File: src/design/yca_pkg.sv
// ----------------------------------------------------------------------------
// yca_pkg
// Shared types, register codes, reset values and helpers of the YIQ color
// adjust block.
// ----------------------------------------------------------------------------
package yca_pkg;

    localparam int unsigned PIX_W    = 8;
    localparam int unsigned NORM_W   = 13;
    localparam int unsigned CFG_W    = 16;
    localparam int unsigned CFG_IDX_W = 3;

    // configuration register indexes
    typedef enum logic [CFG_IDX_W-1:0] {
        REG_LUMA_GAIN    = 3'd0,
        REG_BRIGHTNESS   = 3'd1,
        REG_COEF_RED_I   = 3'd2,
        REG_COEF_RED_Q   = 3'd3,
        REG_COEF_GREEN_I = 3'd4,
        REG_COEF_GREEN_Q = 3'd5,
        REG_COEF_BLUE_I  = 3'd6,
        REG_COEF_BLUE_Q  = 3'd7
    } cfg_reg_t;

    // reset values
    localparam logic [14:0]        LUMA_GAIN_RST    = 15'd16384;
    localparam logic signed [12:0] BRIGHTNESS_RST   = 13'sd0;
    localparam logic signed [15:0] COEF_RED_I_RST   = 16'sd3916;
    localparam logic signed [15:0] COEF_RED_Q_RST   = 16'sd2544;
    localparam logic signed [15:0] COEF_GREEN_I_RST = -16'sd1114;
    localparam logic signed [15:0] COEF_GREEN_Q_RST = -16'sd2650;
    localparam logic signed [15:0] COEF_BLUE_I_RST  = -16'sd4526;
    localparam logic signed [15:0] COEF_BLUE_Q_RST  = 16'sd6971;

    // ntsc rgb to yiq weights, q0.12
    localparam logic signed [25:0] KY_R = 26'sd1225;
    localparam logic signed [25:0] KY_G = 26'sd2404;
    localparam logic signed [25:0] KY_B = 26'sd467;
    localparam logic signed [25:0] KI_R = 26'sd2441;
    localparam logic signed [25:0] KI_G = 26'sd1126;
    localparam logic signed [25:0] KI_B = 26'sd1315;
    localparam logic signed [25:0] KQ_R = 26'sd868;
    localparam logic signed [25:0] KQ_G = 26'sd2142;
    localparam logic signed [25:0] KQ_B = 26'sd1274;

    localparam logic [12:0] FULL_SCALE = 13'd4096;

    typedef struct packed {
        logic [14:0]        luma_gain;
        logic signed [12:0] brightness_offset;
        logic signed [15:0] coef_red_i;
        logic signed [15:0] coef_red_q;
        logic signed [15:0] coef_green_i;
        logic signed [15:0] coef_green_q;
        logic signed [15:0] coef_blue_i;
        logic signed [15:0] coef_blue_q;
    } cfg_t;

    typedef struct packed {
        logic [12:0]        y;
        logic signed [12:0] i;
        logic signed [12:0] q;
    } yiq_t;

    // adjusted luma and the three rounded chroma terms
    typedef struct packed {
        logic signed [16:0] y;
        logic signed [17:0] cr;
        logic signed [17:0] cg;
        logic signed [17:0] cb;
    } adj_t;

    // round(x * 4096 / 255) = 16x + floor((16x + 127) / 255)
    function automatic logic [NORM_W-1:0] norm_channel(input logic [PIX_W-1:0] x);
        logic [12:0] v;
        logic [12:0] q;
        v = {1'b0, x, 4'b0000} + 13'd127;
        // divide by 255 for v below 4335
        q = (v + {8'b0, v[12:8]} + 13'd1) >> 8;
        return {1'b0, x, 4'b0000} + q;
    endfunction

endpackage

File: src/design/yca_yiq2rgb.sv
// ----------------------------------------------------------------------------
// yca_yiq2rgb
// Output stage: luma plus chroma per channel, clamp to full scale and
// rescale to 0..255 with rounding.
// ----------------------------------------------------------------------------
module yca_yiq2rgb (
    input  logic                          clk,
    input  logic                          rst_n,
    input  logic                          valid_in,
    input  yca_pkg::adj_t                 adj,
    output logic                          valid_out,
    output logic [yca_pkg::PIX_W-1:0]     red,
    output logic [yca_pkg::PIX_W-1:0]     green,
    output logic [yca_pkg::PIX_W-1:0]     blue
);

    logic                          s5_valid_reg;
    logic [yca_pkg::PIX_W-1:0]     red_reg;
    logic [yca_pkg::PIX_W-1:0]     green_reg;
    logic [yca_pkg::PIX_W-1:0]     blue_reg;

    function automatic logic [yca_pkg::PIX_W-1:0] to_byte(input logic signed [16:0] y,
                                                          input logic signed [17:0] c);
        logic signed [18:0] s;
        logic [12:0]        cl;
        logic [20:0]        sc;
        s = {{2{y[16]}}, y} + {c[17], c};
        if (s[18])
        begin
            cl = 13'd0;
        end
        else if (s > $signed({6'b0, yca_pkg::FULL_SCALE}))
        begin
            cl = yca_pkg::FULL_SCALE;
        end
        else
        begin
            cl = s[12:0];
        end
        // cl * 255 rounded back to eight bits
        sc = {cl, 8'b0} - {8'b0, cl} + 21'd2048;
        return sc[19:12];
    endfunction

    always_ff @(posedge clk or negedge rst_n)
    begin
        if (!rst_n)
        begin
            s5_valid_reg <= 1'b0;
        end
        else
        begin
            s5_valid_reg <= valid_in;
        end
    end

    always_ff @(posedge clk)
    begin
        if (valid_in)
        begin
            red_reg   <= to_byte(adj.y, adj.cr);
            green_reg <= to_byte(adj.y, adj.cg);
            blue_reg  <= to_byte(adj.y, adj.cb);
        end
    end

    assign valid_out = s5_valid_reg;
    assign red       = red_reg;
    assign green     = green_reg;
    assign blue      = blue_reg;

endmodule

File: config.mk
export PLATFORM = sky130hd
export DESIGN_NAME = yca_yiq2rgb
export DESIGN_NICKNAME = d
export VERILOG_FILES = /design/src/design/yca_pkg.sv /design/src/design/yca_yiq2rgb.sv
export SDC_FILE = /design/constraint.sdc
export NUM_CORES = 1
export LEC_CHECK = 0
export BUFFER_PORTS_ARGS = -buffer_cell sky130_fd_sc_hd__buf_4
export CAP_MARGIN = 20
export CORE_MARGIN = 1
export CORE_UTILIZATION = 33
export CTS_BUF_LIST = sky130_fd_sc_hd__clkbuf_8
export CTS_CLUSTER_DIAMETER = 60
export DETAILED_ROUTE_END_ITERATION = 8
export HOLD_SLACK_MARGIN = 0.15
export PLACE_DENSITY = 0.61
export SLEW_MARGIN = 0
export SYNTH_ARGS = -nofsm -noshare
export SYNTH_HDL_FRONTEND = slang
export SYNTH_SLANG_ARGS = --single-unit
File: constraint.sdc
create_clock -name clk -period 0.8 [get_ports clk]
set_input_delay 0.12 -clock clk [delete_from_list [all_inputs] [get_ports clk]]
set_output_delay 0.12 -clock clk [all_outputs]
set_load 0.05 [all_outputs]
==> metrics <==
status=complete, but fails checks; failing checks=negative setup slack; Vias per Instance=5.04; CTS tree=yes; Worst Hold Class=input port to register; DRT antenna net count=0; Lkg Pwr=4.83 nW; Rel. slew slack=66.5%; post-synthesis mux area share=1.39%; CP max stage delay=~0.4 ns; gr ovfl total=0; Slowest-stage cell, CP=a2111oi_4; Setup WS post-layout=-4.03 ns; antenna violations before repair=0; maximum clock rate=207 MHz; Layout Cells excl Fill=1356; Routed WL=roughly 20 mm; Worst Setup End Kind=register; XOR/XNOR Fraction of Synth Area=8.53%; first-pass GRT wire length=31.8 mm; layout cells sized above 1=50.0%; placed insts=1319; CP required=0.85 ns; Main synth FF type=edfxtp_1; # Max-Cap Violations=0; vias in the first global route=6805; top-area cell type share of the netlist area=~22%; Yosys Warn Count=0; fillers=1524; worst vdd ir=0.000795 V; first drt pass iteration count=5; CTS Buf Count=3; post-synthesis cell type count=about 80; synthesized instance count=roughly 730; proportion of synthesized chip area in sequential cells=12.7%; largest net degree at the start of global routing=26; via count=6828; fin crit share=604%; compound-gate portion of the synthesized area=30.1%; Die Span X=135 µm; final slew viol count=0; Crit Path Category=input port to register; Clock Sinks=25; Psw=about 0.005 W; Avg Cell Area, Syn=between 7 and 8 µm²; Initial Util=33.8%; Final Hold Viols=0; Avg WL per Cell=14.4 µm; Rows=48; P&R area growth vs syn=76.1%; IO Pins=between 90 and 100; Final min period=4.83 ns; Clk network pwr share=7.2%; H-tree depth=1; CTS root buf=clkbuf_8; most area-consuming cells after synthesis=ha_1 (22%), edfxtp_1 (12%), a21oi_1 (5.2%), xnor2_1 (5.1%), nand2_1 (4.0%); CTS Buffer Depth=2; First DRT Iteration DRCs=260; clk slew on worst S/H paths=0.10 ns; largest family of logic cells by synthesized area=compound AO/OA/AOI/OAI gates; DP HPWL=between 15 and 20 mm; WHS=0.167 ns; net count after synthesis=between 900 and 1000; combinational fraction of design power=between 70 and 80%; Seq pwr share=16.0%; RSZ-0062 raised after global routing=yes; Synth Area in Adders=a little under a quarter; simple-gate area share of the yosys netlist=20.6%; power density over the cells=roughly 1100 nW/µm²; # diodes=0; Data arrival, critical path=4.88 ns; Post-synth EDFFs=24; Sw Ratio=approximately 43%; GRT Total Usage=21.6%; post-layout net count=about 1300; die height=135 µm; final setup fails=slightly below 50; Post-synth ARST share=4.00%; dominant cell type by area after synthesis=ha_1; die area=18300 µm²; worst-margin pin slew=roughly 0.5 ns; GP Congestion=0.884; Crit Path Max Fanout=5; Power Internal=approximately 0.0066 W; FF+latch count, synth=25; startpoint types=input port; Residual DRC=0; Netlist Area Pre-Place=5850 µm²; core footprint=17300 µm²; I/O Buffers=98; fin util=59.6%
==> repair_timing <==
action / 4_1_cts / 5_1_grt
hold endpoints to repair: 1 / 0
pin swaps: 19 / 53
setup endpoints to repair: 49 / 49
setup buffers: 21 / 12
gates cloned: 1 / 0
hold buffers: 2 / 0
resized for setup: 65 / 58
==> synthesized netlist by cell type (9+ instances only) <==
| cell | instances |
|---|---|
| nand3_1 | 19 |
| a31oi_1 | 13 |
| a21oi_1 | 61 |
| xor2_1 | 23 |
| nor2b_1 | 11 |
| o21a_1 | 9 |
| clkbuf_1 | 11 |
| nor3_1 | 13 |
| o21ai_0 | 34 |
| a21o_1 | 30 |
| edfxtp_1 | 24 |
| and2_1 | 20 |
| ha_1 | 103 |
| inv_1 | 39 |
| nand2_1 | 63 |
| xnor2_1 | 34 |
| a211oi_1 | 15 |
| nand2b_1 | 14 |
| nor2_1 | 48 |
==> per-stage QoR <==
stage | cell area, µm² | worst slack [ns] | TNS (ns) | total power (W)
6_report | 10300 | -4.03 | -94.30 | 0.0116
5_1_grt | 10300 | -4.25 | -99.55 | 0.0124
4_1_cts | 9930 | -3.96 | -92.55 | 0.0112
3_5_place_dp | 9380 | -4.41 | -98.28 | 0.00972
3_3_place_gp | 9380 | -4.25 | -96.47 | 0.00963
2_1_floorplan | 6360 | -3.99 | -85.81 | 0.00637
==> cell usage in the layout, fill, tap and decap left out, types with 4 or more instances in the layout <==
master | Yosys | layout
nor2_1 | 48 | 46
ha_1 | 103 | 75
xor2_1 | 23 | 21
ha_2 | 0 | 5
a31oi_1 | 13 | 9
o21ai_1 | 3 | 9
or2_2 | 6 | 6
xnor2_1 | 34 | 29
nor3_1 | 13 | 11
a211oi_1 | 15 | 11
o41ai_2 | 2 | 5
a21oi_2 | 1 | 12
a211oi_2 | 1 | 4
a31oi_4 | 0 | 4
nand2b_1 | 14 | 14
ha_4 | 0 | 23
nand2_1 | 63 | 52
inv_2 | 0 | 4
a21o_1 | 30 | 30
edfxtp_1 | 24 | 24
inv_1 | 39 | 36
and2_4 | 0 | 7
buf_6 | 0 | 35
nor2b_1 | 11 | 10
buf_4 | 1 | 368
and2_1 | 20 | 13
o21a_1 | 9 | 9
mux2i_1 | 7 | 7
nand2_2 | 0 | 8
o21ai_2 | 1 | 4
or3_1 | 7 | 4
nand3_1 | 19 | 18
a21oi_1 | 61 | 47
xnor2_2 | 0 | 5
o31a_1 | 4 | 4
o21ai_0 | 34 | 25
o21bai_1 | 8 | 8
==> critical path, delay by kind of cell <==
kind / cells / cell delay (ns)
AO/OA/AOI/OAI: 15 / 2.79
XOR/XNOR: 2 / 0.27
adder cells (fa/ha/maj): 4 / 0.96
buffers and inverters: 3 / 0.33
AND/OR/NAND/NOR: 2 / 0.40
==> layout make-up <==
type | count | area [µm²] | area share, %
multi-input combinational | 655 | 5850 | 56.8
timing repair buffer | 408 | 3240 | 31.4
sequential | 25 | 746 | 7.23
tap | 225 | 282 | 2.73
inverter | 39 | 146 | 1.42
clock buffer | 3 | 41.3 | 0.400
clock inverter | 1 | 3.75 | 0.0364
==> power groups by stage <==
stage / clock network [W] / registers (W) / logic [W]
4_1_cts: 0.000845 / 0.00186 / 0.00846
3_3_place_gp: 0 / 0.00184 / 0.00779
2_1_floorplan: 0 / 0.00267 / 0.00371
6_report: 0.000829 / 0.00186 / 0.00890
3_5_place_dp: 0 / 0.00184 / 0.00788
5_1_grt: 0.000866 / 0.00188 / 0.00962
==> metal layers <==
metal | up-vias | global-route usage, % | routed length (µm)
met5 | - | 0 | 0
met4 | 0 | 5.18 | 320
met3 | 17 | 0.860 | 448
met2 | 113 | 38.7 | 9640
met1 | 3113 | 28.5 | 9180
li1 | 3585 | - | -
==> path summary, 6_finish.rpt <==
check	startpoint	end	slack [ns]	cells after the start
min in group asynchronous	rst_n	valid_out	0.66	3
max	adj[54]	green[7]	-4.03	26
min	valid_in	valid_out	0.17	2
max in group asynchronous	rst_n	valid_out	0.04	3
==> kinds of logic after synthesis <==
group,after synthesis
DFF,25
AOI/OAI and AO/OA,249
muxes,8
xor gates and xnor gates,57
adders and majority gates,106
and+or+nand+nor,235
buffers and inverters,54
Power figures use the tool's default switching activity.
