## src/design/yca_pkg.sv

```systemverilog
// ----------------------------------------------------------------------------
// yca_pkg
// Shared types, register codes, reset values and helpers of the YIQ color
// adjust block.
// ----------------------------------------------------------------------------
package yca_pkg;

    localparam int unsigned PIX_W    = 8;
    localparam int unsigned NORM_W   = 13;
    localparam int unsigned CFG_W    = 16;
    localparam int unsigned CFG_IDX_W = 3;

    // configuration register indexes
    typedef enum logic [CFG_IDX_W-1:0] {
        REG_LUMA_GAIN    = 3'd0,
        REG_BRIGHTNESS   = 3'd1,
        REG_COEF_RED_I   = 3'd2,
        REG_COEF_RED_Q   = 3'd3,
        REG_COEF_GREEN_I = 3'd4,
        REG_COEF_GREEN_Q = 3'd5,
        REG_COEF_BLUE_I  = 3'd6,
        REG_COEF_BLUE_Q  = 3'd7
    } cfg_reg_t;

    // reset values
    localparam logic [14:0]        LUMA_GAIN_RST    = 15'd16384;
    localparam logic signed [12:0] BRIGHTNESS_RST   = 13'sd0;
    localparam logic signed [15:0] COEF_RED_I_RST   = 16'sd3916;
    localparam logic signed [15:0] COEF_RED_Q_RST   = 16'sd2544;
    localparam logic signed [15:0] COEF_GREEN_I_RST = -16'sd1114;
    localparam logic signed [15:0] COEF_GREEN_Q_RST = -16'sd2650;
    localparam logic signed [15:0] COEF_BLUE_I_RST  = -16'sd4526;
    localparam logic signed [15:0] COEF_BLUE_Q_RST  = 16'sd6971;

    // ntsc rgb to yiq weights, q0.12
    localparam logic signed [25:0] KY_R = 26'sd1225;
    localparam logic signed [25:0] KY_G = 26'sd2404;
    localparam logic signed [25:0] KY_B = 26'sd467;
    localparam logic signed [25:0] KI_R = 26'sd2441;
    localparam logic signed [25:0] KI_G = 26'sd1126;
    localparam logic signed [25:0] KI_B = 26'sd1315;
    localparam logic signed [25:0] KQ_R = 26'sd868;
    localparam logic signed [25:0] KQ_G = 26'sd2142;
    localparam logic signed [25:0] KQ_B = 26'sd1274;

    localparam logic [12:0] FULL_SCALE = 13'd4096;

    typedef struct packed {
        logic [14:0]        luma_gain;
        logic signed [12:0] brightness_offset;
        logic signed [15:0] coef_red_i;
        logic signed [15:0] coef_red_q;
        logic signed [15:0] coef_green_i;
        logic signed [15:0] coef_green_q;
        logic signed [15:0] coef_blue_i;
        logic signed [15:0] coef_blue_q;
    } cfg_t;

    typedef struct packed {
        logic [12:0]        y;
        logic signed [12:0] i;
        logic signed [12:0] q;
    } yiq_t;

    // adjusted luma and the three rounded chroma terms
    typedef struct packed {
        logic signed [16:0] y;
        logic signed [17:0] cr;
        logic signed [17:0] cg;
        logic signed [17:0] cb;
    } adj_t;

    // round(x * 4096 / 255) = 16x + floor((16x + 127) / 255)
    function automatic logic [NORM_W-1:0] norm_channel(input logic [PIX_W-1:0] x);
        logic [12:0] v;
        logic [12:0] q;
        v = {1'b0, x, 4'b0000} + 13'd127;
        // divide by 255 for v below 4335
        q = (v + {8'b0, v[12:8]} + 13'd1) >> 8;
        return {1'b0, x, 4'b0000} + q;
    endfunction

endpackage

```

## src/design/yca_adjust.sv

```systemverilog
// ----------------------------------------------------------------------------
// yca_adjust
// Two pipeline stages: contrast gain and chroma weight products, then
// rounding, brightness offset and the sum of the chroma terms.
// ----------------------------------------------------------------------------
module yca_adjust (
    input  logic              clk,
    input  logic              rst_n,
    input  logic              valid_in,
    input  yca_pkg::yiq_t     yiq,
    input  yca_pkg::cfg_t     cfg,
    output logic              valid_out,
    output yca_pkg::adj_t     adj
);

    logic                  s3_valid_reg;
    logic [27:0]           ymul_reg;
    logic signed [28:0]    p_ri_reg;
    logic signed [28:0]    p_rq_reg;
    logic signed [28:0]    p_gi_reg;
    logic signed [28:0]    p_gq_reg;
    logic signed [28:0]    p_bi_reg;
    logic signed [28:0]    p_bq_reg;

    logic                  s4_valid_reg;
    yca_pkg::adj_t         adj_reg;
    yca_pkg::adj_t         adj_next;

    logic [28:0]           ymul_rnd;
    logic [14:0]           y_scaled;

    function automatic logic signed [17:0] chroma_term(input logic signed [28:0] pi,
                                                       input logic signed [28:0] pq);
        logic signed [29:0] s;
        s = {pi[28], pi} + {pq[28], pq} + 30'sd2048;
        return s[29:12];
    endfunction

    always_comb
    begin
        ymul_rnd    = {1'b0, ymul_reg} + 29'd8192;
        y_scaled    = ymul_rnd[28:14];
        adj_next.y  = $signed({2'b0, y_scaled})
                    + $signed({{4{cfg.brightness_offset[12]}}, cfg.brightness_offset});
        adj_next.cr = chroma_term(p_ri_reg, p_rq_reg);
        adj_next.cg = chroma_term(p_gi_reg, p_gq_reg);
        adj_next.cb = chroma_term(p_bi_reg, p_bq_reg);
    end

    always_ff @(posedge clk or negedge rst_n)
    begin
        if (!rst_n)
        begin
            s3_valid_reg <= 1'b0;
            s4_valid_reg <= 1'b0;
        end
        else
        begin
            s3_valid_reg <= valid_in;
            s4_valid_reg <= s3_valid_reg;
        end
    end

    always_ff @(posedge clk)
    begin
        if (valid_in)
        begin
            ymul_reg <= 28'(yiq.y * cfg.luma_gain);
            p_ri_reg <= 29'(cfg.coef_red_i * yiq.i);
            p_rq_reg <= 29'(cfg.coef_red_q * yiq.q);
            p_gi_reg <= 29'(cfg.coef_green_i * yiq.i);
            p_gq_reg <= 29'(cfg.coef_green_q * yiq.q);
            p_bi_reg <= 29'(cfg.coef_blue_i * yiq.i);
            p_bq_reg <= 29'(cfg.coef_blue_q * yiq.q);
        end
        if (s3_valid_reg)
        begin
            adj_reg <= adj_next;
        end
    end

    assign valid_out = s4_valid_reg;
    assign adj       = adj_reg;

endmodule

```

## config.mk

```make
export PLATFORM = sky130hd
export DESIGN_NAME = yca_adjust
export DESIGN_NICKNAME = d
export VERILOG_FILES = /design/src/design/yca_pkg.sv /design/src/design/yca_adjust.sv
export SDC_FILE = /design/constraint.sdc
export NUM_CORES = 2
export LEC_CHECK = 0
export ABC_CLOCK_PERIOD_IN_PS = 4450
export BUFFER_PORTS_ARGS = -buffer_cell sky130_fd_sc_hd__buf_2
export CORE_MARGIN = 3
export CORE_UTILIZATION = 45
export CTS_BUF_LIST = sky130_fd_sc_hd__clkbuf_8
export DETAILED_ROUTE_END_ITERATION = 7
export GPL_ROUTABILITY_DRIVEN = 0
export PLACE_DENSITY = 0.6
export SETUP_SLACK_MARGIN = 0.5
export SLEW_MARGIN = 30
export SYNTH_ARGS = -nofsm -noshare
export SYNTH_HDL_FRONTEND = slang
export SYNTH_SLANG_ARGS = --single-unit
```

## constraint.sdc

```tcl
create_clock -name clk -period 4.45 [get_ports clk]
set_input_delay 0.445 -clock clk [delete_from_list [all_inputs] [get_ports clk]]
set_output_delay 0.445 -clock clk [all_outputs]
set_load 0.01 [all_outputs]
```

==> tab_implementation.tex <==
\begin{tabular}{lr}
\hline
Metric & Value \\
\hline
\multicolumn{2}{l}{\textbf{Synthesis}} \\
Synthesized cell area & 62980 µm² \\
Total number of yosys warnings & 0 \\
Post-Syn Instances & 6473 \\
Post-synth EDFFs & 260 \\
Average instance area after synthesis & 9.729 µm² \\
Top-area cell type share of the netlist area & 41.74\% \\
FFs w/ async S/R, synth & 0.7634\% \\
Cell with the most instances after synthesis & inv\_1 \\
Leading cell types by count after synthesis & 1403 x inv\_1, 1313 x fa\_1, 818 x nand2\_1 \\
Flip-flop and latch count after synthesis & 262 \\
Cells taking the most area after synthesis & fa\_1 42\%, ha\_1 14\%, edfxtp\_1 12\%, inv\_1 8.4\%, and2\_1 6.1\% \\
Net count after synthesis & 8641 \\
Ys flop type & edfxtp\_1 \\
Share of synthesized area occupied by flip-flops and latches & about an eighth \\
Number of distinct standard cells referenced by the synthesized netlist & 61 \\
Most area-hungry cell type in the Yosys netlist & fa\_1 \\
\multicolumn{2}{l}{\textbf{Placed design}} \\
HPWL reported at the end of detailed placement & $\sim$140 mm \\
Post-Place Cell Area & 73730 µm² \\
Port Buffers & 237 \\
\multicolumn{2}{l}{\textbf{Run status}} \\
Outcome & finished, violations left \\
Violations in the final reports & setup timing \\
\multicolumn{2}{l}{\textbf{STA}} \\
Final-report setup violation count & 127 \\
Time the final worst path needs with I/O delays and setup & 5634 ps \\
RSZ-0062 raised after global routing & true \\
Least-Margin Pin Slew & 735.2 ps \\
Final number of max-transition violations & 0 \\
Final-layout worst hold slack & $\sim$130 ps \\
Final count of hold timing violations & 0 \\
Post-route setup slack & -1184 ps \\
Relative slew slack & 50.34\% \\
Final cycle utilization of the critical path & 126.6\% \\
Final setup skew & 41.28 ps \\
Fmax & 0.1775 GHz \\
\multicolumn{2}{l}{\textbf{Clock network}} \\
Maximum number of buffers from clock root to sink & 3 \\
CTS H-tree depth & 2 \\
Cell chosen for the clock root & clkbuf\_8 \\
Clock tree from TritonCTS & built \\
Clock-pin transition on the worst setup and hold timing paths & 80 ps \\
Sink count of the clock tree & 262 \\
Number of buffers created by CTS & 42 \\
Clock insertion delay at the later pin of the skew report & 600 ps \\
\multicolumn{2}{l}{\textbf{Global route}} \\
Overall Global Routing Usage & 23.09\% \\
Vias in the first global route & 52320 \\
Number of antenna violations at the first check in global routing & 10 \\
Wire length of the first global-routing pass & 269.0 mm \\
GR Overflow Total & 0 \\
Pin count of the biggest net entering global routing & 95 \\
\multicolumn{2}{l}{\textbf{Floorplan}} \\
Overall die height & 380.1 µm \\
Placement Rows & between 100 and 150 \\
IO Pins & between 200 and 250 \\
Initial core utilization & 45.58\% \\
Placeable core region & $\sim$140000 µm² \\
Overall die width & 380.1 µm \\
Area of the die & $\sim$140000 µm² \\
\multicolumn{2}{l}{\textbf{Drt}} \\
First-iteration detailed-routing DRC count & slightly below 2000 \\
Initial DRT Pass Iterations & 5 \\
Antenna Nets Post-Route & 0 \\
Avg Vias per Cell & 4.977 \\
Average wire length per cell after detail routing & 17.38 µm \\
Detailed-route via count & $\sim$47000 \\
WL final & 163.9 mm \\
Residual DRC & 0 \\
\multicolumn{2}{l}{\textbf{Final layout}} \\
Max reg flops & between 70 and 80 \\
Non-Filler Cell Area, Final & $\sim$79000 µm² \\
Number of fillers in the final layout & 12040 \\
Synthesis-to-finish area growth & 25.81\% \\
Post-layout nets & 9700 \\
Share of final-layout standard cells stronger than drive strength 1 & roughly a quarter \\
\multicolumn{2}{l}{\textbf{Job}} \\
Max-cap violations & 0 \\
\multicolumn{2}{l}{\textbf{Worst setup path}} \\
Top fanout value on the critical path & 6 \\
Critical path launch point type & input pin \\
Data required time of the worst path & roughly 4800 ps \\
Endpoint class of the critical path & flip-flop \\
Worst Path Arrival & 5980 ps \\
Critical path class & in -> reg \\
\multicolumn{2}{l}{\textbf{Hold path}} \\
Kind of path behind the tightest hold check & in -> reg \\
\hline
\end{tabular}
-- worst max-delay path, stage by stage --
cell and delay, ps:
buf_12 120, buf_8 120, buf_12 120, buf_12 130
and2_4 130, fa_1 470, inv_1 50, fa_1 490
inv_2 40, fa_1 520, fa_1 440, fa_1 510
fa_2 510, ha_4 280, and4_4 210, and3_4 190
nand3b_1 170, a31oi_4 270, a21oi_2 90, or2_4 260
o2111ai_4 190, a21oi_2 80, xnor2_1 120
-- per-layer routing --
metal / part of all wire [%] / GRT usage (%) / up-vias
li1: - / - / 21690
met1: 40 / 28.40 / 24090
met2: 52 / 42.33 / 915
met3: 5.1 / 3.635 / 242
met4: 2.7 / 5.518 / 4
met5: 0.016 / 0 / -
-- repair_timing --
| item | 4_1_cts | 5_1_grt |
|---|---|---|
| endpoints found under the setup margin | 151 | 152 |
| hold buffers | 1 | 0 |
| pin swaps | 292 | 255 |
| cloned | 11 | 1 |
| setup buffers | 82 | 67 |
| resized for setup | 387 | 326 |
| hold endpoints to repair | 2 | 0 |
-- final cells by class --
type                            count  area (µm²)  area share (%)
Multi-Input combinational cell   4555       52390           66.12
Timing Repair Buffer             1268       10610           13.39
Sequential cell                   262        7861           9.922
Inverter                         1403        5274           6.656
Tap cell                         1863        2331           2.942
Clock buffer                       43       591.8          0.7470
Clock inverter                     32       165.2          0.2085
Antenna cell                        5       12.51         0.01579
-- path summary, 6_finish.rpt --
kind	startpoint	endpoint	slack, ps	depth (start not counted)
setup / recovery	yiq[1]	p_bq_reg[28]	-1180	23
hold / removal	cfg[96]	adj[54]	130	2
setup reg to reg	ymul_reg[13]	adj[70]	750	13
hold reg to reg	ymul_reg[14]	adj[54]	810	2
max in group asynchronous	rst_n	s3_valid_reg	4170	2
min in group asynchronous	rst_n	s3_valid_reg	170	2
-- cells in the final DEF (no fill, tap or decap), drive strengths merged, types with 24 or more instances in the layout --
master / netlist / layout
a211oi: 24 / 24
a21o: 49 / 49
a21oi: 148 / 148
and2: 612 / 612
and3: 27 / 27
buf: 1 / 1255
clkbuf: 252 / 49
edfxtp: 260 / 260
fa: 1313 / 1313
ha: 689 / 689
inv: 1403 / 1419
nand2: 818 / 818
nand2b: 43 / 43
nand3: 48 / 48
nor2: 208 / 208
nor2b: 24 / 24
nor3: 49 / 49
o21a: 30 / 30
o21ai: 78 / 78
xnor2: 202 / 202
xor2: 49 / 49
-- through the flow --
stage	cells	setup slack [ps]	setup TNS, ps	util, %
2_1_floorplan	6473	-1701	-89400	-
3_3_place_gp	9189	-1972	-177460	53.36
3_5_place_dp	9189	-2007	-183800	53.36
4_1_cts	9358	-1212	-73560	55.92
5_1_grt	9429	-1271	-95980	57.34
6_report	9431	-1184	-82480	57.34
-- cells by family (layout without fill, tap and decap cells) --
kind of cell             count (synthesis)  in the layout  share of synthesized area, %
buffers and inverters                 1656           2746                         9.870
AO/OA/AOI/OAI                          424            424                         4.292
adder cells (fa/ha/maj)               2002           2002                         55.43
multiplexers                             1              1                       0.01590
XOR/XNOR                               251            251                         3.491
other                                    0              5                             0
AND/OR/NAND/NOR                       1877           1877                         14.43
flip-flops                             262            262                         12.48
Power is not shown: default switching activity piles up to over one toggle a cycle in this logic, so the estimate is an artifact.
