--- config.mk ---
export PLATFORM = sky130hd
export DESIGN_NAME = yca_rgb2yiq
export DESIGN_NICKNAME = d
export VERILOG_FILES = /design/src/design/yca_pkg.sv /design/src/design/yca_rgb2yiq.sv
export SDC_FILE = /design/constraint.sdc
export NUM_CORES = 1
export LEC_CHECK = 0
export BUFFER_PORTS_ARGS = -buffer_cell sky130_fd_sc_hd__buf_2
export CAP_MARGIN = 30
export CORE_UTILIZATION = 60
export DETAILED_ROUTE_END_ITERATION = 8
export HOLD_SLACK_MARGIN = 0.1
export PLACE_DENSITY_LB_ADDON = 0.15
export SYNTH_ARGS = -nofsm -noshare
export SYNTH_HDL_FRONTEND = slang
export SYNTH_SLANG_ARGS = --single-unit
--- constraint.sdc ---
create_clock -name clk -period 15.73 [get_ports clk]
set_clock_uncertainty 0.05 [all_clocks]
set_input_delay 3.146 -clock clk [delete_from_list [all_inputs] [get_ports clk]]
set_output_delay 3.146 -clock clk [all_outputs]
set_load 0.01 [all_outputs]
--- src/design/yca_pkg.sv ---
// ----------------------------------------------------------------------------
// yca_pkg
// Shared types, register codes, reset values and helpers of the YIQ color
// adjust block.
// ----------------------------------------------------------------------------
package yca_pkg;

    localparam int unsigned PIX_W    = 8;
    localparam int unsigned NORM_W   = 13;
    localparam int unsigned CFG_W    = 16;
    localparam int unsigned CFG_IDX_W = 3;

    // configuration register indexes
    typedef enum logic [CFG_IDX_W-1:0] {
        REG_LUMA_GAIN    = 3'd0,
        REG_BRIGHTNESS   = 3'd1,
        REG_COEF_RED_I   = 3'd2,
        REG_COEF_RED_Q   = 3'd3,
        REG_COEF_GREEN_I = 3'd4,
        REG_COEF_GREEN_Q = 3'd5,
        REG_COEF_BLUE_I  = 3'd6,
        REG_COEF_BLUE_Q  = 3'd7
    } cfg_reg_t;

    // reset values
    localparam logic [14:0]        LUMA_GAIN_RST    = 15'd16384;
    localparam logic signed [12:0] BRIGHTNESS_RST   = 13'sd0;
    localparam logic signed [15:0] COEF_RED_I_RST   = 16'sd3916;
    localparam logic signed [15:0] COEF_RED_Q_RST   = 16'sd2544;
    localparam logic signed [15:0] COEF_GREEN_I_RST = -16'sd1114;
    localparam logic signed [15:0] COEF_GREEN_Q_RST = -16'sd2650;
    localparam logic signed [15:0] COEF_BLUE_I_RST  = -16'sd4526;
    localparam logic signed [15:0] COEF_BLUE_Q_RST  = 16'sd6971;

    // ntsc rgb to yiq weights, q0.12
    localparam logic signed [25:0] KY_R = 26'sd1225;
    localparam logic signed [25:0] KY_G = 26'sd2404;
    localparam logic signed [25:0] KY_B = 26'sd467;
    localparam logic signed [25:0] KI_R = 26'sd2441;
    localparam logic signed [25:0] KI_G = 26'sd1126;
    localparam logic signed [25:0] KI_B = 26'sd1315;
    localparam logic signed [25:0] KQ_R = 26'sd868;
    localparam logic signed [25:0] KQ_G = 26'sd2142;
    localparam logic signed [25:0] KQ_B = 26'sd1274;

    localparam logic [12:0] FULL_SCALE = 13'd4096;

    typedef struct packed {
        logic [14:0]        luma_gain;
        logic signed [12:0] brightness_offset;
        logic signed [15:0] coef_red_i;
        logic signed [15:0] coef_red_q;
        logic signed [15:0] coef_green_i;
        logic signed [15:0] coef_green_q;
        logic signed [15:0] coef_blue_i;
        logic signed [15:0] coef_blue_q;
    } cfg_t;

    typedef struct packed {
        logic [12:0]        y;
        logic signed [12:0] i;
        logic signed [12:0] q;
    } yiq_t;

    // adjusted luma and the three rounded chroma terms
    typedef struct packed {
        logic signed [16:0] y;
        logic signed [17:0] cr;
        logic signed [17:0] cg;
        logic signed [17:0] cb;
    } adj_t;

    // round(x * 4096 / 255) = 16x + floor((16x + 127) / 255)
    function automatic logic [NORM_W-1:0] norm_channel(input logic [PIX_W-1:0] x);
        logic [12:0] v;
        logic [12:0] q;
        v = {1'b0, x, 4'b0000} + 13'd127;
        // divide by 255 for v below 4335
        q = (v + {8'b0, v[12:8]} + 13'd1) >> 8;
        return {1'b0, x, 4'b0000} + q;
    endfunction

endpackage

--- src/design/yca_rgb2yiq.sv ---
// ----------------------------------------------------------------------------
// yca_rgb2yiq
// Two pipeline stages: channel normalization to q0.12, then the fixed
// ntsc matrix with rounding to yiq.
// ----------------------------------------------------------------------------
module yca_rgb2yiq (
    input  logic                          clk,
    input  logic                          rst_n,
    input  logic                          valid_in,
    input  logic [yca_pkg::PIX_W-1:0]     red,
    input  logic [yca_pkg::PIX_W-1:0]     green,
    input  logic [yca_pkg::PIX_W-1:0]     blue,
    output logic                          valid_out,
    output yca_pkg::yiq_t                 yiq
);

    logic                          s1_valid_reg;
    logic [yca_pkg::NORM_W-1:0]    nr_reg;
    logic [yca_pkg::NORM_W-1:0]    ng_reg;
    logic [yca_pkg::NORM_W-1:0]    nb_reg;

    logic                          s2_valid_reg;
    yca_pkg::yiq_t                 yiq_reg;
    yca_pkg::yiq_t                 yiq_next;

    logic signed [25:0]            sr;
    logic signed [25:0]            sg;
    logic signed [25:0]            sb;
    logic signed [25:0]            y_sum;
    logic signed [25:0]            i_sum;
    logic signed [25:0]            q_sum;

    always_comb
    begin
        sr    = $signed({13'b0, nr_reg});
        sg    = $signed({13'b0, ng_reg});
        sb    = $signed({13'b0, nb_reg});
        y_sum = yca_pkg::KY_R * sr + yca_pkg::KY_G * sg + yca_pkg::KY_B * sb + 26'sd2048;
        i_sum = yca_pkg::KI_R * sr - yca_pkg::KI_G * sg - yca_pkg::KI_B * sb + 26'sd2048;
        q_sum = yca_pkg::KQ_R * sr - yca_pkg::KQ_G * sg + yca_pkg::KQ_B * sb + 26'sd2048;
        // round half up: bias added above, then floor shift
        yiq_next.y = y_sum[24:12];
        yiq_next.i = i_sum[24:12];
        yiq_next.q = q_sum[24:12];
    end

    always_ff @(posedge clk or negedge rst_n)
    begin
        if (!rst_n)
        begin
            s1_valid_reg <= 1'b0;
            s2_valid_reg <= 1'b0;
        end
        else
        begin
            s1_valid_reg <= valid_in;
            s2_valid_reg <= s1_valid_reg;
        end
    end

    always_ff @(posedge clk)
    begin
        if (valid_in)
        begin
            nr_reg <= yca_pkg::norm_channel(red);
            ng_reg <= yca_pkg::norm_channel(green);
            nb_reg <= yca_pkg::norm_channel(blue);
        end
        if (s1_valid_reg)
        begin
            yiq_reg <= yiq_next;
        end
    end

    assign valid_out = s2_valid_reg;
    assign yiq       = yiq_reg;

endmodule

==> impl_metrics.csv, run 1 <==
group,metric,value,unit
setup_path,rr_startpoint,"ng_reg[6]",
grt,grt_max_degree,41,
clock_tree,cts_tree,"yes",
final_layout,final_common_cell,"ha_1",
floorplan,die_w,210.9,um
grt,grt_overflow_total,0,
setup_path,path_class,"flip-flop to flip-flop",
routing,wl,61500,um
clock_tree,cts.sinks,80,
logic_synthesis,synth-warning-count,0,
setup_path,worst-r2r-cell-count,31,
floorplan,dieHeight,210.9,um
setup_path,worstSetupStartpointType,"flip-flop",
final_layout,drive_above_1_share,3.774,%
logic_synthesis,synth_ff_type,"edfxtp_1",
final_layout,nNetsFinal,3781,
floorplan,fp.dieArea,44500,um2
clock_tree,postCtsSetupBuffers,0,
worst_hold_path,hp-start,"s1_valid_reg",
routing,drc_errors,0,
timing,fmax,101.8,MHz
clock_tree,cts_buffers,9,
setup_path,crit_path_max_incr_delay,0.85,ns
placed_design,gp_congestion,0.9240,
run_status,status,"finished, final reports clean",
timing,tns,0,ns
routing,vias,18440,
setup_path,r2r-end,"yiq[25]",
logic_synthesis,async_flop_share,2.500,%
worst_hold_path,holdPathStages,0,
clock_tree,clock_latency,0.39,ns
final_layout,synthToLayoutAreaGrowth,5.249,%
clock_tree,cts-root-buf,"clkbuf_16",
grt,grt_busiest_layer,"met2",
timing,slew_headroom,41.42,%
routing,route.antenna.remaining_nets,0,
timing,drv_slew,0,
clock_tree,cts_resized,0,
timing,period_minus_slack,9.822,ns
grt,grt_antenna_before_repair,0,
placed_design,placed_cell_area,27280,um2
timing,worstMarginPinSlew,0.8788,ns
floorplan,core_area,43080,um2
logic_synthesis,syn_inst,2619,
timing,rsz0062_at_grt,"no",
logic_synthesis,syn_area,26190,um2
timing,whs,0.7927,ns
timing,setup_viol,0,
grt,grt_util_met1,38.83,%
floorplan,start_util,60.81,%
logic_synthesis,synth_edf_count,78,
setup_path,startpoint,"ng_reg[6]",
setup_path,cp_max_fo,14,
worst_hold_path,min_to,"yiq[38]",
floorplan,io_pins,67,
logic_synthesis,synth_seq_cells,80,
setup_path,end_kind,"flip-flop",
setup_path,worst_ep_arrival_time,9.91,ns
final_layout,n_antenna_cell,0,
setup_path,cpMaxStageDelayCell,"edfxtp_1",
clock_tree,cts.clk_slew.worst_paths,0.06,ns
setup_path,r2r_setup_slack,5.91,ns
setup_path,path_common_cell,"ha_1",
final_layout,largest_reg_flops,39,
logic_synthesis,syn_avg_cell_area,10.00,um2
routing,drtIter0Drc,774,
logic_synthesis,synth_nets,3702,
clock_tree,htree_levels,3,
logic_synthesis,synth.distinct_cells,68,
run,drv_cap,0,
worst_hold_path,hold_class,"flip-flop to flip-flop",
placed_design,dp_hpwl,53360,um
clock_tree,ctsHoldBuffers,0,
logic_synthesis,synth-seq-area-share,9.133,%
grt,grt_use_met2,51.67,%
grt,grt_pass1_vias,19850,
final_layout,design_area,27570,um2
routing,wire_per_inst,18.71,um
placed_design,io_buffer_count,66,
grt,grt_usage,29.78,%
routing,avgViaCountPerCell,5.607,
clock_tree,cts_buffer_depth,2,
floorplan,rows,76,
grt,met3_usage,3.315,%
routing,drt_pass1_iterations,4,
final_layout,layout_common_cells,"ha_1, inv_1, fa_1",
timing,final_hold_viol_count,0,
grt,grt_pass1_wl,101500,um
setup_path,crit_required,15.82,ns
timing,finalCritPeriodShare,62.44,%
layer usage:
layer	vias to the layer above	part of all wire (%)
met5	-	0
met4	0	2.7
met3	79	3.6
met2	331	50
met1	9192	44
li1	8833	-
through the flow:
step / std cells / utilization (%) / setup WS, ns
after floorplan: 2619 / - / 7.138
after CTS: 3287 / 63.95 / 5.956
final: 3288 / 64.00 / 5.908
after detailed placement: 3271 / 63.34 / 6.027
after global routing: 3288 / 64.00 / 5.350
after global placement: 3270 / 63.33 / 6.175
cell families after synthesis:
group                      after synthesis  synth area share [%]
muxes                                    4                0.1529
AOI/OAI and AO/OA                      314                 7.953
DFF                                     80                 9.133
xor gates and xnor gates               188                 6.286
and+or+nand+nor                        354                 6.706
buffers and inverters                  621                 8.904
adders and majority gates             1058                 60.86
cell type report:
cell class	instances	area (um2)
Multi-Input combinational cell	1918	21470
Fill cell	3541	15510
Sequential cell	80	2394
Inverter	615	2308
Tap cell	585	732.0
Timing Repair Buffer	74	400.4
Clock buffer	10	229.0
Clock inverter	6	36.28
how the worst max path moves through the flow:
stage,to,slack (ns),cells past startpoint
floorplan,yiq[25],7.14,29
global route,yiq[25],5.35,31
finish,yiq[25],5.91,31
detailed placement,yiq[25],6.03,31
global placement,yiq[25],6.17,31
CTS,yiq[25],5.96,31
critical path: cells and delay by family (launching register included):
kind / cells / cell delay (ns)
xor+xnor: 1 / 0.35
fa+ha+maj: 13 / 5.23
compound gates: 9 / 2.60
flops: 1 / 0.85
buf+inv: 5 / 0.27
simple gates: 3 / 0.24
synthesized netlist by cell type (3+ instances only):
library cell / instances / area share (%)
nand4_1: 6 / 0.14
a31oi_1: 10 / 0.24
nor2b_1: 27 / 0.64
xor2_1: 73 / 2.4
a221oi_1: 3 / 0.10
nor3_1: 47 / 0.90
nand3b_1: 4 / 0.11
a41oi_1: 4 / 0.13
nand2_1: 58 / 0.83
nor2_1: 95 / 1.4
xnor2_1: 115 / 3.8
ha_1: 695 / 33
and3_1: 18 / 0.43
nor3b_1: 3 / 0.086
nor4_1: 6 / 0.14
o22ai_1: 3 / 0.072
or3_1: 9 / 0.21
o311ai_0: 5 / 0.17
a2111o_1: 3 / 0.13
a21o_1: 40 / 1.1
o21ai_1: 3 / 0.057
a2111oi_0: 3 / 0.10
nand3_1: 34 / 0.65
a21boi_0: 9 / 0.26
clkbuf_1: 5 / 0.072
inv_1: 615 / 8.8
o21ai_0: 54 / 1.0
o31ai_1: 7 / 0.20
and2_1: 7 / 0.17
and4_1: 5 / 0.17
a21oi_1: 94 / 1.8
fa_1: 361 / 28
o2111ai_1: 4 / 0.13
nand2b_1: 25 / 0.60
o211ai_1: 6 / 0.17
mux2i_1: 4 / 0.15
o311a_1: 3 / 0.11
edfxtp_1: 78 / 8.9
a211o_1: 4 / 0.13
o21bai_1: 9 / 0.26
o21a_1: 15 / 0.43
or2_2: 8 / 0.19
a211oi_1: 11 / 0.32
Power of run 1 is left out: the tool's default activity adds up to more than one toggle a clock period on the data nets, which glitch-free logic cannot reach.
==> run 2, diff against run 1 <==
clock period = 8.6 ns   (was 15.73 ns; I/O delays follow)
==> run 2 against run 1 <==
Compared with the run above:
- design area up 6.7%
- register-to-register slack lost 5.8 ns
- fmax increased by 15%
- first-iteration DRC count grew 11%
- worst setup slack got worse by 5.8 ns
- hold slack lost 0.080 ns
- global-route usage up 0.47 points
- non-clock buffer count grew 162
- critical path type unchanged
- critical endpoint is now yiq[21]
==> impl_metrics.csv, run 2 (synthesis results as in run 1) <==
group,metric,value,unit
run_status,status,"finished, final reports clean",
setup_path,worstSetupStartpointType,"flip-flop",
routing,drc_errors,0,
routing,wire_per_inst,18.63,um
clock_tree,htree_levels,3,
floorplan,rows,76,
placed_design,io_buffer_count,66,
placed_design,gp_congestion,0.9513,
clock_tree,cts.sinks,80,
setup_path,cp_max_fo,5,
setup_path,worst_ep_arrival_time,8.60,ns
clock_tree,clock_latency,0.39,ns
setup_path,end_kind,"flip-flop",
timing,drv_slew,0,
routing,drt_pass1_iterations,5,
grt,grt_pass1_wl,102700,um
timing,period_minus_slack,8.513,ns
routing,vias,18920,
timing,worstMarginPinSlew,0.7049,ns
routing,avgViaCountPerCell,5.485,
clock_tree,cts_buffers,9,
timing,slew_headroom,52.58,%
grt,grt_max_degree,41,
clock_tree,cts-root-buf,"clkbuf_16",
setup_path,path_common_cell,"fa_1",
clock_tree,cts_tree,"yes",
setup_path,crit_path_max_incr_delay,0.54,ns
floorplan,fp.dieArea,44500,um2
setup_path,crit_required,8.68,ns
setup_path,path_class,"flip-flop to flip-flop",
floorplan,io_pins,67,
grt,grt_antenna_before_repair,0,
final_layout,n_antenna_cell,0,
timing,rsz0062_at_grt,"yes",
floorplan,die_w,210.9,um
clock_tree,ctsHoldBuffers,0,
run,drv_cap,0,
final_layout,drive_above_1_share,11.76,%
final_layout,layout_common_cells,"ha_1, inv_1, fa_1",
clock_tree,cts_buffer_depth,2,
final_layout,nNetsFinal,3943,
final_layout,final_common_cell,"ha_1",
setup_path,cpMaxStageDelayCell,"fa_1",
final_layout,design_area,29400,um2
grt,grt_overflow_total,0,
placed_design,dp_hpwl,55960,um
placed_design,placed_cell_area,28260,um2
routing,route.antenna.remaining_nets,0,
timing,setup_viol,0,
routing,drtIter0Drc,856,
grt,grt_usage,30.25,%
routing,wl,64270,um
timing,fmax,117.5,MHz
final_layout,largest_reg_flops,39,
floorplan,start_util,60.81,%
clock_tree,cts.clk_slew.worst_paths,0.07,ns
final_layout,synthToLayoutAreaGrowth,12.25,%
timing,finalCritPeriodShare,98.99,%
floorplan,dieHeight,210.9,um
floorplan,core_area,43080,um2
timing,final_hold_viol_count,0,
worst_hold_path,hold_class,"flip-flop to flip-flop",
grt,grt_pass1_vias,19950,
run 2: final timing paths:
path / startpoint / endpoint / slack, ns / depth (start not counted)
worst min register to register: s1_valid_reg / valid_out / 0.71 / 0
min in group asynchronous: rst_n / s1_valid_reg / 1.06 / 1
max in group asynchronous: rst_n / s1_valid_reg / 7.34 / 1
worst max-delay path: nb_reg[0] / yiq[21] / 0.09 / 31
worst min-delay path: s1_valid_reg / valid_out / 0.71 / 0
worst max register to register: nb_reg[0] / yiq[21] / 0.09 / 31
run 2: metal layers:
metal	up-vias	wire [um]	share of wire, %	track usage (%)
li1	9131	-	-	-
met1	9484	29270	46	40.18
met2	247	31610	49	52.40
met3	60	1875	2.9	3.003
met4	0	1518	2.4	8.646
met5	-	0	0	0
run 2: metrics by stage:
step | util, % | hold slack [ns] | worst slack (ns) | instances | TNS [ns]
after floorplan | - | 0.9991 | 0.007907 | 2619 | 0
after global placement | 65.61 | 0.9423 | -0.1372 | 3401 | -0.2898
after detailed placement | 65.61 | 0.9729 | -0.2733 | 3401 | -1.312
after CTS | 66.84 | 0.9836 | 0.004971 | 3429 | 0
after global routing | 68.26 | 0.7201 | -0.1294 | 3450 | -0.6027
final | 68.26 | 0.7124 | 0.08679 | 3450 | 0
run 2: cell type report:
| type | instances | area [um2] |
|---|---|---|
| multi-input combinational | 1918 | 22000 |
| fill | 3401 | 13670 |
| sequential | 80 | 2394 |
| inverter | 615 | 2308 |
| timing repair buffer | 236 | 1657 |
| tap | 585 | 732.0 |
| clock buffer | 11 | 232.7 |
| clock inverter | 5 | 81.33 |
run 2: timing repair:
action / 4_1_cts / 5_1_grt
resized for setup: 18 / 81
setup endpoints to repair: 11 / 13
setup buffers: 12 / 21
pin swaps: 19 / 33
run 2: worst max-delay path: cells and delay by family, from the launching register on:
| kind | cells | cell delay [ns] |
|---|---|---|
| simple gates | 5 | 0.86 |
| fa+ha+maj | 13 | 4.86 |
| flops | 1 | 0.42 |
| buf+inv | 6 | 0.51 |
| compound gates | 5 | 1.18 |
| xor+xnor | 2 | 0.37 |
Power of run 2 is left out for the same reason.
