<file path="src/design/yca_pkg.sv">
// ----------------------------------------------------------------------------
// yca_pkg
// Shared types, register codes, reset values and helpers of the YIQ color
// adjust block.
// ----------------------------------------------------------------------------
package yca_pkg;

    localparam int unsigned PIX_W    = 8;
    localparam int unsigned NORM_W   = 13;
    localparam int unsigned CFG_W    = 16;
    localparam int unsigned CFG_IDX_W = 3;

    // configuration register indexes
    typedef enum logic [CFG_IDX_W-1:0] {
        REG_LUMA_GAIN    = 3'd0,
        REG_BRIGHTNESS   = 3'd1,
        REG_COEF_RED_I   = 3'd2,
        REG_COEF_RED_Q   = 3'd3,
        REG_COEF_GREEN_I = 3'd4,
        REG_COEF_GREEN_Q = 3'd5,
        REG_COEF_BLUE_I  = 3'd6,
        REG_COEF_BLUE_Q  = 3'd7
    } cfg_reg_t;

    // reset values
    localparam logic [14:0]        LUMA_GAIN_RST    = 15'd16384;
    localparam logic signed [12:0] BRIGHTNESS_RST   = 13'sd0;
    localparam logic signed [15:0] COEF_RED_I_RST   = 16'sd3916;
    localparam logic signed [15:0] COEF_RED_Q_RST   = 16'sd2544;
    localparam logic signed [15:0] COEF_GREEN_I_RST = -16'sd1114;
    localparam logic signed [15:0] COEF_GREEN_Q_RST = -16'sd2650;
    localparam logic signed [15:0] COEF_BLUE_I_RST  = -16'sd4526;
    localparam logic signed [15:0] COEF_BLUE_Q_RST  = 16'sd6971;

    // ntsc rgb to yiq weights, q0.12
    localparam logic signed [25:0] KY_R = 26'sd1225;
    localparam logic signed [25:0] KY_G = 26'sd2404;
    localparam logic signed [25:0] KY_B = 26'sd467;
    localparam logic signed [25:0] KI_R = 26'sd2441;
    localparam logic signed [25:0] KI_G = 26'sd1126;
    localparam logic signed [25:0] KI_B = 26'sd1315;
    localparam logic signed [25:0] KQ_R = 26'sd868;
    localparam logic signed [25:0] KQ_G = 26'sd2142;
    localparam logic signed [25:0] KQ_B = 26'sd1274;

    localparam logic [12:0] FULL_SCALE = 13'd4096;

    typedef struct packed {
        logic [14:0]        luma_gain;
        logic signed [12:0] brightness_offset;
        logic signed [15:0] coef_red_i;
        logic signed [15:0] coef_red_q;
        logic signed [15:0] coef_green_i;
        logic signed [15:0] coef_green_q;
        logic signed [15:0] coef_blue_i;
        logic signed [15:0] coef_blue_q;
    } cfg_t;

    typedef struct packed {
        logic [12:0]        y;
        logic signed [12:0] i;
        logic signed [12:0] q;
    } yiq_t;

    // adjusted luma and the three rounded chroma terms
    typedef struct packed {
        logic signed [16:0] y;
        logic signed [17:0] cr;
        logic signed [17:0] cg;
        logic signed [17:0] cb;
    } adj_t;

    // round(x * 4096 / 255) = 16x + floor((16x + 127) / 255)
    function automatic logic [NORM_W-1:0] norm_channel(input logic [PIX_W-1:0] x);
        logic [12:0] v;
        logic [12:0] q;
        v = {1'b0, x, 4'b0000} + 13'd127;
        // divide by 255 for v below 4335
        q = (v + {8'b0, v[12:8]} + 13'd1) >> 8;
        return {1'b0, x, 4'b0000} + q;
    endfunction

endpackage

</file>
<file path="src/design/yca_cfg.sv">
// ----------------------------------------------------------------------------
// yca_cfg
// Configuration register file: contrast gain, brightness and the six
// chroma weights of the yiq to rgb matrix.
// ----------------------------------------------------------------------------
module yca_cfg (
    input  logic                              clk,
    input  logic                              rst_n,
    input  logic                              wr_en,
    input  logic [yca_pkg::CFG_IDX_W-1:0]     wr_index,
    input  logic [yca_pkg::CFG_W-1:0]         wr_data,
    output yca_pkg::cfg_t                     cfg
);

    yca_pkg::cfg_t cfg_reg;
    yca_pkg::cfg_t cfg_next;

    always_comb
    begin
        cfg_next = cfg_reg;
        if (wr_en)
        begin
            case (yca_pkg::cfg_reg_t'(wr_index))
                yca_pkg::REG_LUMA_GAIN:    cfg_next.luma_gain         = wr_data[14:0];
                yca_pkg::REG_BRIGHTNESS:   cfg_next.brightness_offset = wr_data[12:0];
                yca_pkg::REG_COEF_RED_I:   cfg_next.coef_red_i        = wr_data;
                yca_pkg::REG_COEF_RED_Q:   cfg_next.coef_red_q        = wr_data;
                yca_pkg::REG_COEF_GREEN_I: cfg_next.coef_green_i      = wr_data;
                yca_pkg::REG_COEF_GREEN_Q: cfg_next.coef_green_q      = wr_data;
                yca_pkg::REG_COEF_BLUE_I:  cfg_next.coef_blue_i       = wr_data;
                yca_pkg::REG_COEF_BLUE_Q:  cfg_next.coef_blue_q       = wr_data;
                default:                   cfg_next = cfg_reg;
            endcase
        end
    end

    always_ff @(posedge clk or negedge rst_n)
    begin
        if (!rst_n)
        begin
            cfg_reg.luma_gain         <= yca_pkg::LUMA_GAIN_RST;
            cfg_reg.brightness_offset <= yca_pkg::BRIGHTNESS_RST;
            cfg_reg.coef_red_i        <= yca_pkg::COEF_RED_I_RST;
            cfg_reg.coef_red_q        <= yca_pkg::COEF_RED_Q_RST;
            cfg_reg.coef_green_i      <= yca_pkg::COEF_GREEN_I_RST;
            cfg_reg.coef_green_q      <= yca_pkg::COEF_GREEN_Q_RST;
            cfg_reg.coef_blue_i       <= yca_pkg::COEF_BLUE_I_RST;
            cfg_reg.coef_blue_q       <= yca_pkg::COEF_BLUE_Q_RST;
        end
        else
        begin
            cfg_reg <= cfg_next;
        end
    end

    assign cfg = cfg_reg;

endmodule

</file>
<file path="config.mk">
export PLATFORM = sky130hd
export DESIGN_NAME = yca_cfg
export DESIGN_NICKNAME = d
export VERILOG_FILES = /design/src/design/yca_pkg.sv /design/src/design/yca_cfg.sv
export SDC_FILE = /design/constraint.sdc
export NUM_CORES = 1
export LEC_CHECK = 0
export BUFFER_PORTS_ARGS = -buffer_cell sky130_fd_sc_hd__buf_2
export CAP_MARGIN = 20
export CORE_ASPECT_RATIO = 0.6
export CORE_UTILIZATION = 55
export CTS_BUF_LIST = sky130_fd_sc_hd__clkbuf_16
export DETAILED_ROUTE_END_ITERATION = 7
export MAX_ROUTING_LAYER = met4
export PLACE_DENSITY = 0.81
export SLEW_MARGIN = 20
export SYNTH_ARGS = -nofsm -noshare
export SYNTH_HDL_FRONTEND = slang
export SYNTH_SLANG_ARGS = --single-unit
</file>
<file path="constraint.sdc">
create_clock -name clk -period 1.9 [get_ports clk]
set_input_delay 0.095 -clock clk [delete_from_list [all_inputs] [get_ports clk]]
set_output_delay 0.095 -clock clk [all_outputs]
set_load 0.01 [all_outputs]
</file>
==> results.yml, run 1 <==
run_status:
  status: "finished, final reports clean"
global_routing:
  grtUsageTotal_pct: 26.4
  grt_max_degree: 41
  grt_overflow_total: 0
  first_global_vias: 3024
  grt_pass1_wl_mm: 17.4
  antenna_found_initial: 0
die:
  die_area_sq_mm: 0.00938
  dieHeight_um: 75.4
  floorplan.initialDensity_pct: 57.3
  num_rows: 26
  core_sq_mm: 0.00862
  io_pins: 146
  chipWidth_um: 124
yosys:
  synthMuxAreaShare_pct: 30.3
  synth.top_cell.area_share_pct: 36.0
  yosys_warnings: 0
  synth_top_family_by_area: "multiplexers"
  synth-seq-cells: 124
  synth.area.top_cells: "dfrtp_1 (36%), dfstp_2 (28%), mux2_2 (22%), mux2_4 (8.2%), buf_6 (1.6%)"
  yosysSeqAreaShare_pct: 64.1
  synth-xor-area-share_pct: 0
  synth_fp_nets: 292
  yosys.area_share.simple_pct: 2.94
  syn_area_sq_mm: 0.00494
  synth_compound_area_share_pct: 0
  syn_area_per_cell_sq_um: 18.3
  synthAdderAreaFrac_pct: 0
  yosysTopAreaCell: "dfrtp_1"
  synthCells: 270
  synth.distinct_cells: 12
layout:
  layout.area.seq_sq_mm: 0.00317
  fin_nets: 453
  final_cell_mix: "buf_2 (144), mux2_2 (97), dfrtp_1 (71)"
  multiInputGateArea_sq_mm: 0.00164
  drive_above_1_share_pct: 83.1
  area_growth_syn_to_layout_pct: 29.6
  design_area_sq_mm: 0.00640
  largest_reg_flops: 124
  mostFrequentLayoutCell: "buf_2"
  diodes: 0
  num-fill-cells: 537
critical_path:
  cp.required_ns: 2.23
  critPathMaxStageDelay_ns: 0.70
  worstPathArrival_ns: 1.53
  cp-start-kind: "primary input"
  crit_path_top_delay_cell: "and4bb_2"
  crit_fanout: 14
  crit_chain: "buf_2, and4bb_2, buf_4, mux2_4"
  cp-end-kind: "flop"
  crit_type: "in2reg"
clocking:
  cts_buffer_depth: 2
  numCtsBuffers: 17
  clockRootBuffer: "clkbuf_16"
  clock-sinks: 124
  cts_tree: "built"
  clk_pin_slew_ns: 0.06
  insertion_delay_ns: 0.40
  htree_levels: 4
  cts_setup_buffers: 0
sta:
  fmax_mhz: 832
  setup_viol: 0
  hold_viol: 0
  tightestPinTransition_ns: 0.577
  skew_ns: 0
  finalCritPeriodShare_pct: 63.2
  grt_setup_unrepaired: "no"
  maxSlewViolCount: 0
  period_needed_ns: 1.20
  tns_ns: 0
  slew_headroom_pct: 61.6
place:
  dp.final_hpwl_mm: 7.55
  placedInstanceArea_sq_mm: 0.00579
  portBuffers: 145
  gp_congestion: 0.757
routing:
  initialDrtViolationCount: 114
  avgRoutedWirePerCell_um: 20.2
  vias_per_cell: 5.28
  routed_wl_mm: 11.2
  antenna_left: 0
  drt_pre_antenna_iters: 4
  drc: 0
  dr_total_vias: 2933
pwr:
  switching_power_w: 0.00234
  peakVddDrop_mv: 0.859
  p_int_w: 0.00640
  clockPowerShare_pct: 36.9
  power_density_mw_per_mm2: 1360
  power_frac_comb_pct: 20.5
  power_frac_seq_pct: 42.6
  switching_share_pct: 26.7
  power_leakage_nw: 3.03
run:
  max_cap_viol_count: 0
worst_hold_path:
  min_path_type: "in2reg"
[layout make-up]
cell class              instances  share of cell area [%]
flip-flops and latches        124                    49.5
multi-input cells             132                    25.7
repair buffers                156                    13.3
clock buffers                  17                    6.64
clock inverters                15                    2.70
well taps                     112                    2.19
[worst paths after layout]
check | slack [ns] | start | to | cells after the start
min in group asynchronous | 0.23 | rst_n | cfg[32] | 2
max in group asynchronous | 0.99 | rst_n | cfg[5] | 3
min | 0.03 | wr_data[0] | cfg[16] | 2
max reg2reg | 1.11 | cfg[52] | cfg[52] | 1
min reg2reg | 0.50 | cfg[38] | cfg[38] | 1
max | 0.70 | wr_index[1] | cfg[53] | 4
[cell usage after synthesis]
master    count
mux2_2       97
dfrtp_1      71
dfstp_2      53
mux2_4       27
buf_6         7
buf_2         4
and4bb_2      3
nand4b_4      3
buf_4         2
buf_8         1
nand4_2       1
nor4b_4       1
[critical path: cells and delay by family]
kind                   cells  cell delay, ns
buffers and inverters      2            0.42
muxes                      1            0.30
and+or+nand+nor            1            0.70
[per-stage QoR]
step	hold WS, ns	std cells	power [W]	setup slack, ns	util [%]
after global routing	0.0276	556	0.00912	0.668	74.3
final	0.0307	556	0.00874	0.699	74.3
after detailed placement	0.123	522	0.00555	0.298	67.1
after CTS	0.0134	556	0.00881	0.705	74.3
after global placement	0.113	522	0.00546	0.353	67.1
after floorplan	-0.201	270	0.00467	0.615	-
[power by group through the flow]
stage	Sequential, W	Clock [W]	Combinational [W]
after floorplan	0.00402	0	0.000659
after global placement	0.00371	0	0.00175
after detailed placement	0.00374	0	0.00181
after CTS	0.00372	0.00327	0.00182
after global routing	0.00379	0.00340	0.00193
final	0.00373	0.00322	0.00179
[logic make-up (layout without fill, tap and decap cells)]
logic type	Yosys count	count (layout)
mux	124	124
flops	124	124
simple gates	8	8
buf+inv	14	188
[what timing repair did]
| action | 4_1_cts | 5_1_grt |
|---|---|---|
| resized for setup | 0 | 0 |
| endpoints found under the hold margin | 27 | 0 |
| hold buffers | 2 | 0 |
[routing by layer]
metal	global-route usage [%]	vias to the layer above	wire, um
li1	-	1306	-
met1	35.6	1525	5450
met2	38.6	95	5080
met3	7.94	7	603
met4	8.84	0	85
met5	-	-	0
Note: power is estimated with default switching activity, not from simulation.
==> run 2: changes to the inputs <==
--- a/config.mk
+++ b/config.mk
@@ -5,14 +5,15 @@
 export SDC_FILE = /design/constraint.sdc
 export NUM_CORES = 1
 export LEC_CHECK = 0
+export ABC_AREA = 1
 export BUFFER_PORTS_ARGS = -buffer_cell sky130_fd_sc_hd__buf_2
 export CAP_MARGIN = 20
 export CORE_ASPECT_RATIO = 0.6
-export CORE_UTILIZATION = 55
+export CORE_UTILIZATION = 46
 export CTS_BUF_LIST = sky130_fd_sc_hd__clkbuf_16
 export DETAILED_ROUTE_END_ITERATION = 7
 export MAX_ROUTING_LAYER = met4
-export PLACE_DENSITY = 0.81
+export PLACE_DENSITY = 0.72
 export SLEW_MARGIN = 20
 export SYNTH_ARGS = -nofsm -noshare
 export SYNTH_HDL_FRONTEND = slang
==> constraint.sdc (replaced) <==
create_clock -name clk -period 0.97 [get_ports clk]
set_input_delay 0.0485 -clock clk [delete_from_list [all_inputs] [get_ports clk]]
set_output_delay 0.0485 -clock clk [all_outputs]
set_load 0.01 [all_outputs]
==> run 2 against run 1 <==
  * The run now ends with setup timing left
  * Clock power up 120%
  * Core utilization increased by 2.1 points
  * Routed wire length grew 46%
  * Highest routed layer unchanged
==> results.yml, run 2 <==
run_status:
  status: "finished, violations left"
  violations: "setup timing"
critical_path:
  crit_path_top_delay_cell: "dfstp_2"
  worstPathArrival_ns: 1.10
  cp-end-kind: "output pin"
  path_buf_inv: 1
  crit_chain: "buf_6"
  critical-path-top-delay-family: "flip-flops"
  rr_startpoint: "cfg[32]"
  cp.required_ns: 0.92
  critPathMaxStageDelay_ns: 0.57
  reg2reg_to: "cfg[32]"
  crit_fanout: 2
  reg2reg_slack_ns: 0.09
  crit_type: "reg2out"
  cp-start-kind: "flop"
  reg2regPathDepth: 4
global_routing:
  grt-busiest-layer: "met2"
  grt_max_degree: 29
  grtUsageTotal_pct: 31.6
  grt_overflow_total: 0
  first_global_vias: 4729
  met3_usage_pct: 9.34
  grt_pass1_wl_mm: 24.8
  met1_usage_pct: 41.1
  antenna_found_initial: 0
  met2_usage_pct: 47.3
place:
  portBuffers: 145
  dp.final_hpwl_mm: 9.91
  gp_congestion: 0.840
yosys:
  synth.distinct_cells: 13
  syn_area_sq_mm: 0.00493
  yosys_warnings: 0
  synth_top_flop_cell: "dfrtp_1"
  synth_commonest_cells: "nand2_1 (325), dfrtp_1 (71), nand3_1 (60)"
  synth.top_cell.area_share_pct: 36.0
  yosysTopAreaCell: "dfrtp_1"
  yosysSeqAreaShare_pct: 64.3
  synth-seq-cells: 124
  synthCells: 560
  yosysMostFrequentCell: "nand2_1"
  synth_fp_nets: 582
  synth_edf_count: 0
  synthArstFlopShare_pct: 100
  synth.area.top_cells: "dfrtp_1 (36%), dfstp_2 (28%), nand2_1 (25%), nand3_1 (6.1%), buf_2 (1.4%)"
  syn_area_per_cell_sq_um: 8.80
routing:
  antenna_left: 0
  dr_total_vias: 4843
  drt_pre_antenna_iters: 5
  vias_per_cell: 5.12
  avgRoutedWirePerCell_um: 17.3
  drc: 0
  initialDrtViolationCount: 499
  routed_wl_mm: 16.4
clocking:
  numCtsBuffers: 17
  htree_levels: 4
  insertion_delay_ns: 0.41
  cts_buffer_depth: 2
  cts_tree: "built"
  clock-sinks: 124
  clockRootBuffer: "clkbuf_16"
  clk_pin_slew_ns: 0.06
pwr:
  power_density_mw_per_mm2: 2420
  power_frac_comb_pct: 23.8
  peakVddDrop_mv: 1.51
  p_int_w: 0.0136
  switching_share_pct: 27.2
  clockPowerShare_pct: 37.8
  switching_power_w: 0.00510
  power_frac_seq_pct: 38.4
  power_leakage_nw: 4.21
sta:
  finalCritPeriodShare_pct: 118
  worst_slack_ns: -0.177
  period_needed_ns: 1.15
  maxSlewViolCount: 0
  hold_viol: 0
  slew_headroom_pct: 71.9
  fmax_mhz: 871
  skew_ns: 0
  tns_ns: -8.07
  tightestPinTransition_ns: 0.422
  grt_setup_unrepaired: "yes"
  setup_viol: 115
die:
  chipWidth_um: 136
  io_pins: 146
  num_rows: 28
  core_sq_mm: 0.0101
  floorplan.initialDensity_pct: 48.7
  dieHeight_um: 82.2
  die_area_sq_mm: 0.0111
layout:
  drive_above_1_share_pct: 40.7
  multiInputGateArea_sq_mm: 0.00158
  final_cell_mix: "nand2_1 (325), buf_4 (84), buf_2 (79)"
  finalCoreUtilization_pct: 76.4
  mostFrequentLayoutCell: "nand2_1"
  diodes: 0
  num-fill-cells: 681
  largest_reg_flops: 124
  area_growth_syn_to_layout_pct: 57.0
  fin_nets: 820
  layout.area.seq_sq_mm: 0.00317
worst_hold_path:
  min_path_type: "in2reg"
  min_path_cells: 5
  holdPathEnd: "cfg[90]"
  min_from: "wr_index[2]"
run:
  max_cap_viol_count: 0
==> run 2: changes by cell type after synthesis, sizes merged <==
cell,change
nand4,-1
nand4b,-3
inv,+6
nand3,+60
buf,+1
nor4b,-1
mux2,-124
clkbuf,+22
nand2,+325
and4bb,-3
nor2,+8
==> run 2: through the flow <==
stage	power (W)	cells	hold slack (ns)	instance area, sq um	setup slack, ns
final	0.0187	946	0.107	7740	-0.177
after global routing	0.0195	946	0.135	7740	-0.182
after CTS	0.0183	918	0.0921	7480	-0.174
after detailed placement	0.0101	832	0.00856	6020	0.00571
after global placement	0.0100	832	0.00628	6020	0.0175
after floorplan	0.00847	560	-0.247	4930	0.0555
==> run 2: timing repair <==
action / in CTS / in global routing
buffers inserted: 37 / 28
gates resized for setup: 61 / 7
setup endpoints to repair: 124 / 124
hold buffers: 17 / 0
endpoints found under the hold margin: 183 / 0
==> run 2: how the worst max path moves through the flow <==
stage,start,to,slack (ns),cells past startpoint
5_1_grt,cfg[30],cfg[30],-0.18,1
4_1_cts,cfg[29],cfg[29],-0.17,1
3_3_place_gp,wr_index[2],cfg[45],0.02,7
2_1_floorplan,wr_index[2],cfg[38],0.06,7
3_5_place_dp,wr_index[2],cfg[46],0.006,7
6_report,cfg[29],cfg[29],-0.18,1
==> run 2: per-layer routing <==
metal | share of wire [%] | routed length, um
met1 | 42 | 6870
met2 | 46 | 7520
met3 | 10 | 1660
met4 | 1.9 | 315
met5 | 0 | 0
==> run 2: kinds of logic (layout without fill, tap and decap cells) <==
group                  after synthesis  count (layout)  share of synthesized area, %
and+or+nand+nor                    393             393                          31.8
buffers and inverters               43             294                          3.94
DFF                                124             124                          64.3
==> run 2: area by class of cell <==
cell class	instances	area share (%)
sequential	124	41.0
timing repair buffer	256	27.8
multi-input combinational	393	20.4
clock buffer	17	5.50
clock inverter	15	2.94
tap	135	2.18
inverter	6	0.291
==> run 2: power by group through the flow <==
stage	Combinational, W	Clock [W]	Sequential, W
after floorplan	0.000961	0	0.00751
after global placement	0.00293	0	0.00708
after detailed placement	0.00303	0	0.00708
after CTS	0.00404	0.00711	0.00713
after global routing	0.00488	0.00740	0.00727
final	0.00447	0.00707	0.00719
